[src/sv/ltkm_pkg.sv]
// Package of shared constants and item types for the loser-tree merge core.
`default_nettype none

package ltkm_pkg;

  // Number of runs (tree leaves); field widths below are sized for this value.
  localparam int RUNS    = 8;
  localparam int LEAF_W  = $clog2(RUNS);
  localparam int SLOT_W  = $clog2(RUNS + 1);
  localparam int NODE_W  = $clog2(RUNS);
  localparam int VALUE_W = 32;
  localparam int COUNT_W = 32;

  // Slot code for the empty marker that beats every leaf.
  localparam logic [SLOT_W-1:0] EMPTY_MARK = SLOT_W'(RUNS);

  // Value stored into a leaf that is loaded as empty.
  localparam logic signed [VALUE_W-1:0] TOP_VALUE = {1'b0, {(VALUE_W-1){1'b1}}};

  typedef enum logic {
    OP_LOAD    = 1'b0,
    OP_ADVANCE = 1'b1
  } op_t;

  typedef struct packed {
    logic                      op;
    logic [2:0]                run_index;
    logic signed [VALUE_W-1:0] new_value;
    logic                      new_valid;
  } in_item_t;

  typedef struct packed {
    logic signed [VALUE_W-1:0] out_value;
    logic [2:0]                out_run;
    logic                      out_valid;
    logic [3:0]                winner_run;
    logic                      winner_valid;
    logic [COUNT_W-1:0]        pops_done;
  } out_item_t;

endpackage

`default_nettype wire

[src/sv/loser_tree_kway_merge_core.sv]
// Tournament loser-tree K-way merge engine with a one-level-per-cycle replay unit.
//
// Usage: each input item is either a load (write one run head into its leaf) or an
// advance (emit the current winner, refill its leaf from the item). Both replay the
// touched leaf's path to the root through a single shared compare unit that plays
// one tree level per cycle. After reset, the user loads heads from the last run down
// to run 0; the core does not enforce it. Every item produces exactly one result item
// carrying the emitted winner, the new root winner and the saturating advance count.
// Channels: in_valid/in_stall/in_data and out_valid/out_stall/out_data; an item
// moves at a rising edge with valid high and stall low.
// Sequence: the accepting edge writes the leaf, ST_PLAY replays the path up to the
// root and ST_DONE moves the result into the output register. An advance that finds
// the empty marker at the root skips the replay and goes straight to ST_DONE.
// in_stall is high from acceptance until the result has been moved into the output
// register, so no new item is taken while one is still in flight.
// Reset (synchronous, rst_n low) empties the tree: every slot holds the empty
// marker, every leaf is inactive and the advance count is zero.
// When the receiver stalls, the result waits in the output register; the engine
// may finish the next item's replay meanwhile, but holds it until the register frees.
`default_nettype none

module loser_tree_kway_merge_core
  import ltkm_pkg::*;
(
  input  wire logic      clk,
  input  wire logic      rst_n,
  input  wire logic      in_valid,
  output logic           in_stall,
  input  wire in_item_t  in_data,
  output logic           out_valid,
  input  wire logic      out_stall,
  output out_item_t      out_data
);

  typedef enum logic [2:0] {
    ST_IDLE = 3'b001,
    ST_PLAY = 3'b010,
    ST_DONE = 3'b100
  } state_t;

  state_t state_r, state_nxt;

  // Tree state: leaf heads, their active flags and the loser held at each node.
  // Slot 0 holds the overall winner.
  logic signed [VALUE_W-1:0] leaf_value_r  [RUNS];
  logic signed [VALUE_W-1:0] leaf_value_nxt[RUNS];
  logic [RUNS-1:0]           leaf_active_r, leaf_active_nxt;
  logic [SLOT_W-1:0]         loser_slot_r  [RUNS];
  logic [SLOT_W-1:0]         loser_slot_nxt[RUNS];
  logic [COUNT_W-1:0]        pop_count_r, pop_count_nxt;

  // Climber carried up the path, with its value and flag held locally so the
  // compare unit only needs one read of the leaf store per level.
  logic [SLOT_W-1:0]         clb_r, clb_nxt;
  logic                      clb_act_r, clb_act_nxt;
  logic signed [VALUE_W-1:0] clb_val_r, clb_val_nxt;
  logic [NODE_W-1:0]         node_r, node_nxt;

  // Current root and whether it is an active leaf.
  logic [SLOT_W-1:0]         win_run_r, win_run_nxt;
  logic                      win_act_r, win_act_nxt;

  // Emitted winner captured at an advance.
  logic signed [VALUE_W-1:0] em_value_r, em_value_nxt;
  logic [2:0]                em_run_r, em_run_nxt;
  logic                      em_valid_r, em_valid_nxt;

  logic                      out_valid_r, out_valid_nxt;
  out_item_t                 out_data_r, out_data_nxt;

  // Shared read port and compare unit.
  logic [SLOT_W-1:0]         stored_slot;
  logic [LEAF_W-1:0]         rd_idx;
  logic signed [VALUE_W-1:0] rd_val;
  logic                      rd_act;
  logic                      clb_leaf;
  logic                      stored_leaf;
  logic                      stored_beats;
  logic                      out_free;

  // Replay start helpers.
  logic                      start_replay;
  logic [LEAF_W-1:0]         start_leaf;
  logic [SLOT_W:0]           start_node_sum;

  assign stored_slot = loser_slot_r[node_r];
  assign rd_idx      = (state_r == ST_IDLE) ? loser_slot_r[0][LEAF_W-1:0]
                                            : stored_slot[LEAF_W-1:0];
  assign rd_val      = leaf_value_r[rd_idx];
  assign rd_act      = leaf_active_r[rd_idx];

  // Match rule: an inactive climber always loses; the empty marker beats any leaf;
  // between two active leaves the stored one wins only when strictly smaller.
  assign clb_leaf    = (clb_r < EMPTY_MARK);
  assign stored_leaf = (stored_slot < EMPTY_MARK);
  always_comb begin
    if (clb_leaf && !clb_act_r) begin
      stored_beats = 1'b1;
    end else if (!stored_leaf) begin
      stored_beats = clb_leaf;
    end else if (!clb_leaf) begin
      stored_beats = 1'b0;
    end else begin
      stored_beats = rd_act && (rd_val < clb_val_r);
    end
  end

  assign out_free       = !out_valid_r || !out_stall;
  assign start_node_sum = ({1'b0, SLOT_W'(start_leaf)} + (SLOT_W + 1)'(RUNS)) >> 1;

  always_comb begin
    state_nxt       = state_r;
    leaf_value_nxt  = leaf_value_r;
    leaf_active_nxt = leaf_active_r;
    loser_slot_nxt  = loser_slot_r;
    pop_count_nxt   = pop_count_r;
    clb_nxt         = clb_r;
    clb_act_nxt     = clb_act_r;
    clb_val_nxt     = clb_val_r;
    node_nxt        = node_r;
    win_run_nxt     = win_run_r;
    win_act_nxt     = win_act_r;
    em_value_nxt    = em_value_r;
    em_run_nxt      = em_run_r;
    em_valid_nxt    = em_valid_r;
    out_valid_nxt   = out_valid_r;
    out_data_nxt    = out_data_r;
    start_replay    = 1'b0;
    start_leaf      = in_data.run_index[LEAF_W-1:0];

    if (out_valid_r && !out_stall) begin
      out_valid_nxt = 1'b0;
    end

    unique case (state_r)
      ST_IDLE: begin
        if (in_valid) begin
          em_value_nxt = '0;
          em_run_nxt   = '0;
          em_valid_nxt = 1'b0;
          if (in_data.op == OP_LOAD) begin
            if ({1'b0, in_data.run_index} < (SLOT_W + 1)'(RUNS)) begin
              start_replay = 1'b1;
            end
          end else begin
            if (pop_count_r != '1) begin
              pop_count_nxt = pop_count_r + 1'b1;
            end
            if (loser_slot_r[0] < EMPTY_MARK) begin
              start_leaf   = loser_slot_r[0][LEAF_W-1:0];
              start_replay = 1'b1;
              if (rd_act) begin
                em_value_nxt = rd_val;
                em_run_nxt   = 3'(loser_slot_r[0]);
                em_valid_nxt = 1'b1;
              end
            end
          end
          if (start_replay) begin
            leaf_active_nxt[start_leaf] = in_data.new_valid;
            leaf_value_nxt[start_leaf]  = in_data.new_valid ? in_data.new_value : TOP_VALUE;
            clb_nxt     = SLOT_W'(start_leaf);
            clb_act_nxt = in_data.new_valid;
            clb_val_nxt = in_data.new_valid ? in_data.new_value : TOP_VALUE;
            node_nxt    = start_node_sum[NODE_W-1:0];
            state_nxt   = ST_PLAY;
          end else begin
            state_nxt = ST_DONE;
          end
        end
      end

      ST_PLAY: begin
        if (stored_beats) begin
          loser_slot_nxt[node_r] = clb_r;
          clb_nxt     = stored_slot;
          clb_act_nxt = stored_leaf && rd_act;
          clb_val_nxt = rd_val;
        end
        node_nxt = node_r >> 1;
        if ((node_r >> 1) == '0) begin
          loser_slot_nxt[0] = stored_beats ? stored_slot : clb_r;
          win_run_nxt       = stored_beats ? stored_slot : clb_r;
          win_act_nxt       = stored_beats ? (stored_leaf && rd_act) : clb_act_r;
          state_nxt         = ST_DONE;
        end
      end

      ST_DONE: begin
        if (out_free) begin
          out_data_nxt.out_value    = em_value_r;
          out_data_nxt.out_run      = em_run_r;
          out_data_nxt.out_valid    = em_valid_r;
          out_data_nxt.winner_run   = 4'(win_run_r);
          out_data_nxt.winner_valid = win_act_r;
          out_data_nxt.pops_done    = pop_count_r;
          out_valid_nxt             = 1'b1;
          state_nxt                 = ST_IDLE;
        end
      end

      default: begin
        state_nxt = ST_IDLE;
      end
    endcase
  end

  always_ff @(posedge clk) begin
    if (!rst_n) begin
      state_r       <= ST_IDLE;
      leaf_active_r <= '0;
      for (int i = 0; i < RUNS; i++) begin
        loser_slot_r[i] <= EMPTY_MARK;
      end
      pop_count_r   <= '0;
      win_run_r     <= EMPTY_MARK;
      win_act_r     <= 1'b0;
      out_valid_r   <= 1'b0;
    end else begin
      state_r       <= state_nxt;
      leaf_active_r <= leaf_active_nxt;
      loser_slot_r  <= loser_slot_nxt;
      pop_count_r   <= pop_count_nxt;
      win_run_r     <= win_run_nxt;
      win_act_r     <= win_act_nxt;
      out_valid_r   <= out_valid_nxt;
    end
  end

  always_ff @(posedge clk) begin
    leaf_value_r <= leaf_value_nxt;
    clb_r        <= clb_nxt;
    clb_act_r    <= clb_act_nxt;
    clb_val_r    <= clb_val_nxt;
    node_r       <= node_nxt;
    em_value_r   <= em_value_nxt;
    em_run_r     <= em_run_nxt;
    em_valid_r   <= em_valid_nxt;
    out_data_r   <= out_data_nxt;
  end

  assign in_stall  = (state_r != ST_IDLE);
  assign out_valid = out_valid_r;
  assign out_data  = out_data_r;

endmodule

`default_nettype wire

[config.mk]
export PLATFORM = sky130hd
export DESIGN_NAME = loser_tree_kway_merge_core
export DESIGN_NICKNAME = d
export VERILOG_FILES = /design/src/sv/ltkm_pkg.sv /design/src/sv/loser_tree_kway_merge_core.sv
export SDC_FILE = /design/constraint.sdc
export NUM_CORES = 1
export LEC_CHECK = 0
export BUFFER_PORTS_ARGS = -buffer_cell sky130_fd_sc_hd__buf_2
export CORE_MARGIN = 2
export CORE_UTILIZATION = 55
export CTS_BUF_LIST = sky130_fd_sc_hd__clkbuf_8
export DETAILED_ROUTE_END_ITERATION = 10
export PLACE_DENSITY = 0.77
export REMOVE_ABC_BUFFERS = 1
export SLEW_MARGIN = 25
export SYNTH_ARGS = -nofsm -noshare
export SYNTH_HDL_FRONTEND = slang
export SYNTH_SLANG_ARGS = --single-unit
[constraint.sdc]
create_clock -name clk -period 5.6 [get_ports clk]
set_clock_uncertainty 0.1 [all_clocks]
set_input_delay 0.56 -clock clk [delete_from_list [all_inputs] [get_ports clk]]
set_output_delay 0.56 -clock clk [all_outputs]
set_load 0.05 [all_outputs]
## Word-level counts from Yosys, hierarchy flattened

Cells that the tools add are included.

| cells by class | value |
|---|---|
| add/sub/neg operators | 2 |
| $mul | 0 |
| divide/modulo/power cells | 0 |
| magnitude comparators | 12 |
| eq/ne operators | 10 |
| shift operators | 0 |
| muxes and demuxes | 58 |
| bitwise gates (word level) | 3 |
| reduce and logical (&&, ||, !) cells | 26 |

Operators by type and width:

| operator | count |
|---|---|
| $bwmux W256 | 1 |
| $mux W32 | 8 |
| $bmux W32 S3 | 1 |
| $demux W32 S3 | 1 |
| $pmux W32 S2 | 1 |
| $mux W3 | 13 |
| $add A32 B1 Y32 const B | 1 |
| $bwmux W32 | 1 |
| $lt A32 B32 Y1 | 1 |
| $ne A32 B32 Y1 const B | 1 |
| $mux W4 | 7 |
| $mux W1 | 16 |
| $bmux W4 S3 | 1 |
| $demux W4 S3 | 1 |
| $ge A4 B4 Y1 const B | 3 |
| $lt A4 B4 Y1 const B | 3 |
| $not A3 Y4 | 3 |
| $reduce_and A2 Y1 | 6 |
| $reduce_and A3 Y1 | 4 |
| $pmux W3 S3 | 1 |
| $bwmux W8 | 1 |
| $lt A3 B4 Y1 const B | 2 |
| $lt A4 B1 Y1 const B | 2 |
| $ne A2 B2 Y1 const B | 4 |
| 18 further kinds | 28 |

| word-level totals | value |
|---|---|
| register bits after elaboration | 486 |
| latch bits | 0 |
| RAM bits | 0 |
| bits in read-only memories | 0 |
| input port bits | 41 |
| output and inout bits | 75 |
| word-level logic and storage cells | 146 |
| memories kept | 0 |

## Depth between registers and ports, before layout

| logic depth | value |
|---|---|
| depth after elaboration | 16 |
| gate-level depth with buffers | 24 |
| gate-level depth less buffers | 19 |

## Least setup slack after synthesis

OpenSTA, ideal clock, no wires.

| path | value |
|---|---|
| path kind | flip-flop to flip-flop |
| start | register node_r[2] |
| end | register clb_val_r[0] (enable) |
| library setup time | 0.388 ns |
| arrival | 4.792 ns |
| required time | 5.112 ns |
| path slack | 0.320 ns |
| cell stages (with the launch flop) | 21 |
| path buffers | 4 |
| period minus slack after synthesis | 5.280 ns |
| cells stage by stage | edfxtp_1 -> buf_4 -> inv_2 -> mux4_2 -> a21oi_2 -> clkbuf_1 -> clkbuf_1 -> nand2_1 -> a311oi_1 -> a21oi_1 -> inv_1 -> ha_1 -> a21o_1 -> a211oi_1 -> o211ai_1 -> a221oi_1 -> nand3_1 -> nand4b_1 -> o21ai_2 -> buf_6 -> a21o_1 |

| on the way | value |
|---|---|
| word-level cells in the longest chain between the ends | 16 |
| elaborated cells between the ends (all ways) | 19 |
| classes of those cells | 2 x order compare; 1 x eq/ne; 12 x mux; 2 x bitwise; 2 x reduce/logical |

Ends and longest elaborated chain:

| item | line | RTL |
|---|---|---|
| start, declared | loser_tree_kway_merge_core.sv:57 | `logic [NODE_W-1:0] node_r, node_nxt;` |
| start signal, assigned | loser_tree_kway_merge_core.sv:235 | `node_r <= node_nxt;` |
| $not A3 Y4 (not written as such) | loser_tree_kway_merge_core.sv:86 | `assign stored_slot = loser_slot_r[node_r];` |
| $bmux W4 S3 | loser_tree_kway_merge_core.sv:86 |  |
| $mux W4 (not written as such) (2 in a row) | loser_tree_kway_merge_core.sv:86 |  |
| $mux W3 | loser_tree_kway_merge_core.sv:87 | `assign rd_idx = (state_r == ST_IDLE) ? loser_slot_r[0][LEAF_W-1:0]` |
| $not A3 Y4 (not written as such) | loser_tree_kway_merge_core.sv:89 | `assign rd_val = leaf_value_r[rd_idx];` |
| $bmux W32 S3 | loser_tree_kway_merge_core.sv:89 |  |
| $mux W32 (not written as such) (2 in a row) | loser_tree_kway_merge_core.sv:89 |  |
| via rd_val[21] | loser_tree_kway_merge_core.sv:74 | `logic signed [VALUE_W-1:0] rd_val;` |
| $lt A32 B32 Y1 | loser_tree_kway_merge_core.sv:104 | `stored_beats = rd_act && (rd_val < clb_val_r);` |
| $logic_and A1 B1 Y1 | loser_tree_kway_merge_core.sv:104 |  |
| $mux W1 | loser_tree_kway_merge_core.sv:101 | `end else if (!clb_leaf) begin` |
| $mux W1 | loser_tree_kway_merge_core.sv:99 | `end else if (!stored_leaf) begin` |
| $mux W1 | loser_tree_kway_merge_core.sv:97 | `if (clb_leaf && !clb_act_r) begin` |
| $ne A2 B2 Y1 (no line) | n/a |  |
| $reduce_and A4 Y1 (no line) | n/a |  |
| end signal, assigned | loser_tree_kway_merge_core.sv:234 | `clb_val_r <= clb_val_nxt;` |
| end, declared | loser_tree_kway_merge_core.sv:56 | `logic signed [VALUE_W-1:0] clb_val_r, clb_val_nxt;` |

The timed path passes the listed nets, and every way through them passes these cells. The select of a mux whose other input is x is not followed.
A chain may end at the register's enable or synchronous reset.

## Worst setup path after layout

| path | value |
|---|---|
| start | register node_r[2] |
| end | register clb_r[0] (data pin) |

| on the way | value |
|---|---|
| word-level cells in the longest chain between the ends | 16 |
| elaborated cells between the ends (all ways) | 19 |
| classes of those cells | 2 x order compare; 14 x mux; 2 x bitwise; 1 x reduce/logical |

Ends and longest elaborated chain:

| item | line | RTL |
|---|---|---|
| $not A3 Y4 (not written as such) | loser_tree_kway_merge_core.sv:86 |  |
| $bmux W4 S3 | loser_tree_kway_merge_core.sv:86 |  |
| $mux W4 (not written as such) (2 in a row) | loser_tree_kway_merge_core.sv:86 |  |
| $mux W3 | n/a |  |
| $not A3 Y4 | n/a |  |
| $bmux W32 S3 | n/a |  |
| $mux W32 (2 in a row) | n/a |  |
| via rd_val[19] | loser_tree_kway_merge_core.sv:74 |  |
| $lt A32 B32 Y1 | n/a |  |
| $logic_and A1 B1 Y1 | n/a |  |
| $mux W1 (3 in a row) | n/a |  |
| $mux W4 | loser_tree_kway_merge_core.sv:174 | `if (stored_beats) begin` |
| $pmux W4 S2 | loser_tree_kway_merge_core.sv:135 | `unique case (state_r)` |
| via clb_nxt[0] | loser_tree_kway_merge_core.sv:54 | `logic [SLOT_W-1:0] clb_r, clb_nxt;` |
| end signal, assigned | loser_tree_kway_merge_core.sv:232 | `clb_r <= clb_nxt;` |
| end, declared | loser_tree_kway_merge_core.sv:54 |  |

The timed path passes the listed nets, and every way through them passes these cells. The select of a mux whose other input is x is not followed.

==> flow_summary.ini <==
[final_layout]
fin_util = 0.642
nets = 1914
area_growth_pct = 15.0
num_antenna_cells = 0
drive_above_1_share = 0.187
fin_cells = 2369
regArea_um2 = 13800
n_fill_cell = 2691
multi_input_area_um2 = 6290

[global_route]
grtUsageTotal = 0.240
grt_first_pass_wirelength_mm = 71.7
antenna_found_initial = 0
grt_max_degree = 86
grt_overflow_total = 0
grt_pass1_vias = 13100

[pwr]
p_leak_uw = 0.00892
vdd_ir_drop_max_mv = 0.238
power_density_nw_per_um2 = 328

[die]
die_h_um = 197
dieArea_um2 = 38800
initial_utilization = 0.559
core_um2 = 36700
num_rows = 70
die_w_um = 197
io-pin-count = 116

[worst_setup_path]
worstSetupStartpointType = flop
rr_startpoint = node_r[2]
criticalPathCategory = reg2reg
crit_arrival_ns = 5.63
worstRegToRegCells = 19
r2r_end = clb_r[0]
crit_fanout = 29
cp.required_ns = 5.84
endpoint_kind = flop
regToRegSetupSlack_ns = 0.22

[timing]
fin_hold_ws_ns = 0.174
setup_violations = 0
fin_crit_sh = 0.961
fin_tns_setup_ns = 0
slew_viol_final = 0
max_freq_mhz = 186
max_slew.worst_pin.slew_ns = 0.981
finalHoldViolCount = 0
slew_headroom = 0.344
worst_slack_ns = 0.217
min_period_ns = 5.38

[synth]
yosysMostFrequentCell = edfxtp_1
synth-edff-count = 405
synth.top_cell.area_share = 0.593
synth.cell_area_um2 = 20500
synthArstFlopShare = 0
synth_cell_types = 75
yosys-top-cells-count = edfxtp_1 (405), nand2_1 (344), nand3_1 (168)
ys_ff_latch = 486
synth.avg_cell_area_um2 = 12.3
synth_area_leaders = edfxtp_1 (59%), dfxtp_1 (7.9%), nand2_1 (6.3%)
syn_inst = 1662
ys_seq_area_frac = 0.672
synth_top_area_cell = edfxtp_1
ys.warnings.count = 0
synth_flop_cell = edfxtp_1

[drt]
wl_met3_mm = 3.68
ant_nets = 0
wire_per_inst_um = 19.6
drt_iter0_drc = 1051
routed_wirelength_mm = 46.4
vias = 13600
firstDrtPassIters = 5
wl_met2_mm = 22.0
viasPerCell = 5.72
drcViolationCount = 0
top_layer_used = met4
drt-met1-wl_mm = 19.4

[placement]
port_buffers = 115
dp_hpwl_mm = 28.3
dpl.cell_count = 2218
gp_congestion = 0.884
pre_cts_ws_ns = -0.00633

[clock_tree]
htree_levels = 3
cts_sinks = 486
clk_path_buf_depth = 3
cts_buffers = 77
clock_latency_ns = 0.63
clock-root-buffer = clkbuf_8
cts_tree = done
path_clk_slew_ns = 0.06

[hold_path]
whs_path_depth = 3
hp-class = in2reg
min_from = out_stall
hold_end = out_valid

[outcome]
status = complete, no violations

[flow_run]
drv_cap = 0
[sequential cells by signal, summed over array words and instances (netlist names)]
register,count
clb_act_r,1
clb_r,4
clb_val_r,32
em_run_r,3
em_valid_r,1
em_value_r,32
leaf_active_r,8
leaf_value_r,256
loser_slot_r,32
node_r,3
out_data,73
out_valid,1
pop_count_r,32
state_r,3
win_act_r,1
win_run_r,4
[per-stage QoR]
step / cell area (um^2) / total power [uW]
after floorplan: 20100 / 4560
after global placement: 21900 / 4840
after detailed placement: 21900 / 4860
after CTS: 23400 / 7760
after global routing: 23600 / 8010
final: 23600 / 7720
[routing by layer]
layer	up-vias	global-route usage
met5	-	0
li1	6326	-
met3	110	0.0473
met2	575	0.387
met4	0	0.0908
met1	6539	0.326
[cell usage in the layout (no fill, tap or decap), drive strengths merged, types with 24 or more instances in the layout]
master and count:
edfxtp 405, nand2 344, buf 182, nand3 169, clkbuf 84, dfxtp 81
inv 67, and2 63, o21ai 58, mux2i 48, nand2b 47, nor2 45
mux2 32, ha 32, clkinv 30, a21oi 24
[logic make-up after synthesis]
| group | count (synthesis) | synth area share |
|---|---|---|
| muxes | 83 | 0.0443 |
| adders and majority gates | 32 | 0.0195 |
| buffers and inverters | 130 | 0.0267 |
| DFF | 486 | 0.672 |
| AOI/OAI and AO/OA | 161 | 0.0529 |
| and+or+nand+nor | 746 | 0.174 |
| xor gates and xnor gates | 24 | 0.0103 |
[critical path: stages, from the launching register on]
cell and delay [ns]:
edfxtp_1 0.55, buf_4 0.24, inv_2 0.13, mux4_2 0.62
a21o_2 0.41, buf_12 0.24, buf_4 0.20, nand3_1 0.07
nand2_1 0.05, o21ai_1 0.34, ha_1 0.22, and4_1 0.18
nand4_1 0.13, or4_1 0.58, a211oi_1 0.26, a311o_1 0.18
o21ai_2 0.09, buf_12 0.17, mux2i_1 0.20, mux2i_1 0.11
[report_power, final]
group	leakage [uW]	internal, uW	switching, uW	total [uW]
clock	0.000835	1550	1350	2910
combinational	0.00383	275	532	807
sequential	0.00426	3990	22.3	4010
[timing repair]
item,in CTS,in global routing
hold buffers,0,0
pin swaps,0,1
endpoints found under the setup margin,6,69
hold endpoints to repair,0,0
setup buffers,0,10
resized for setup,1,2
gates cloned,0,1
[worst max-delay path by stage]
stage / start / cells past startpoint / to
3_3_place_gp: node_r[2] / 20 / clb_r[0]
5_1_grt: node_r[2] / 20 / loser_slot_r[11]
3_5_place_dp: node_r[1] / 21 / clb_r[0]
4_1_cts: node_r[2] / 20 / clb_r[0]
6_report: node_r[2] / 19 / clb_r[0]
2_1_floorplan: node_r[0] / 17 / clb_val_r[0]
[area by class of cell]
cell class,count,share of cell area
clock buffer,83,0.0485
multi-input combinational,1046,0.267
tap,468,0.0248
inverter,47,0.00748
clock inverter,56,0.0145
timing repair buffer,183,0.0532
sequential,486,0.585
No activity file was read; power rests on OpenSTA's default activity.
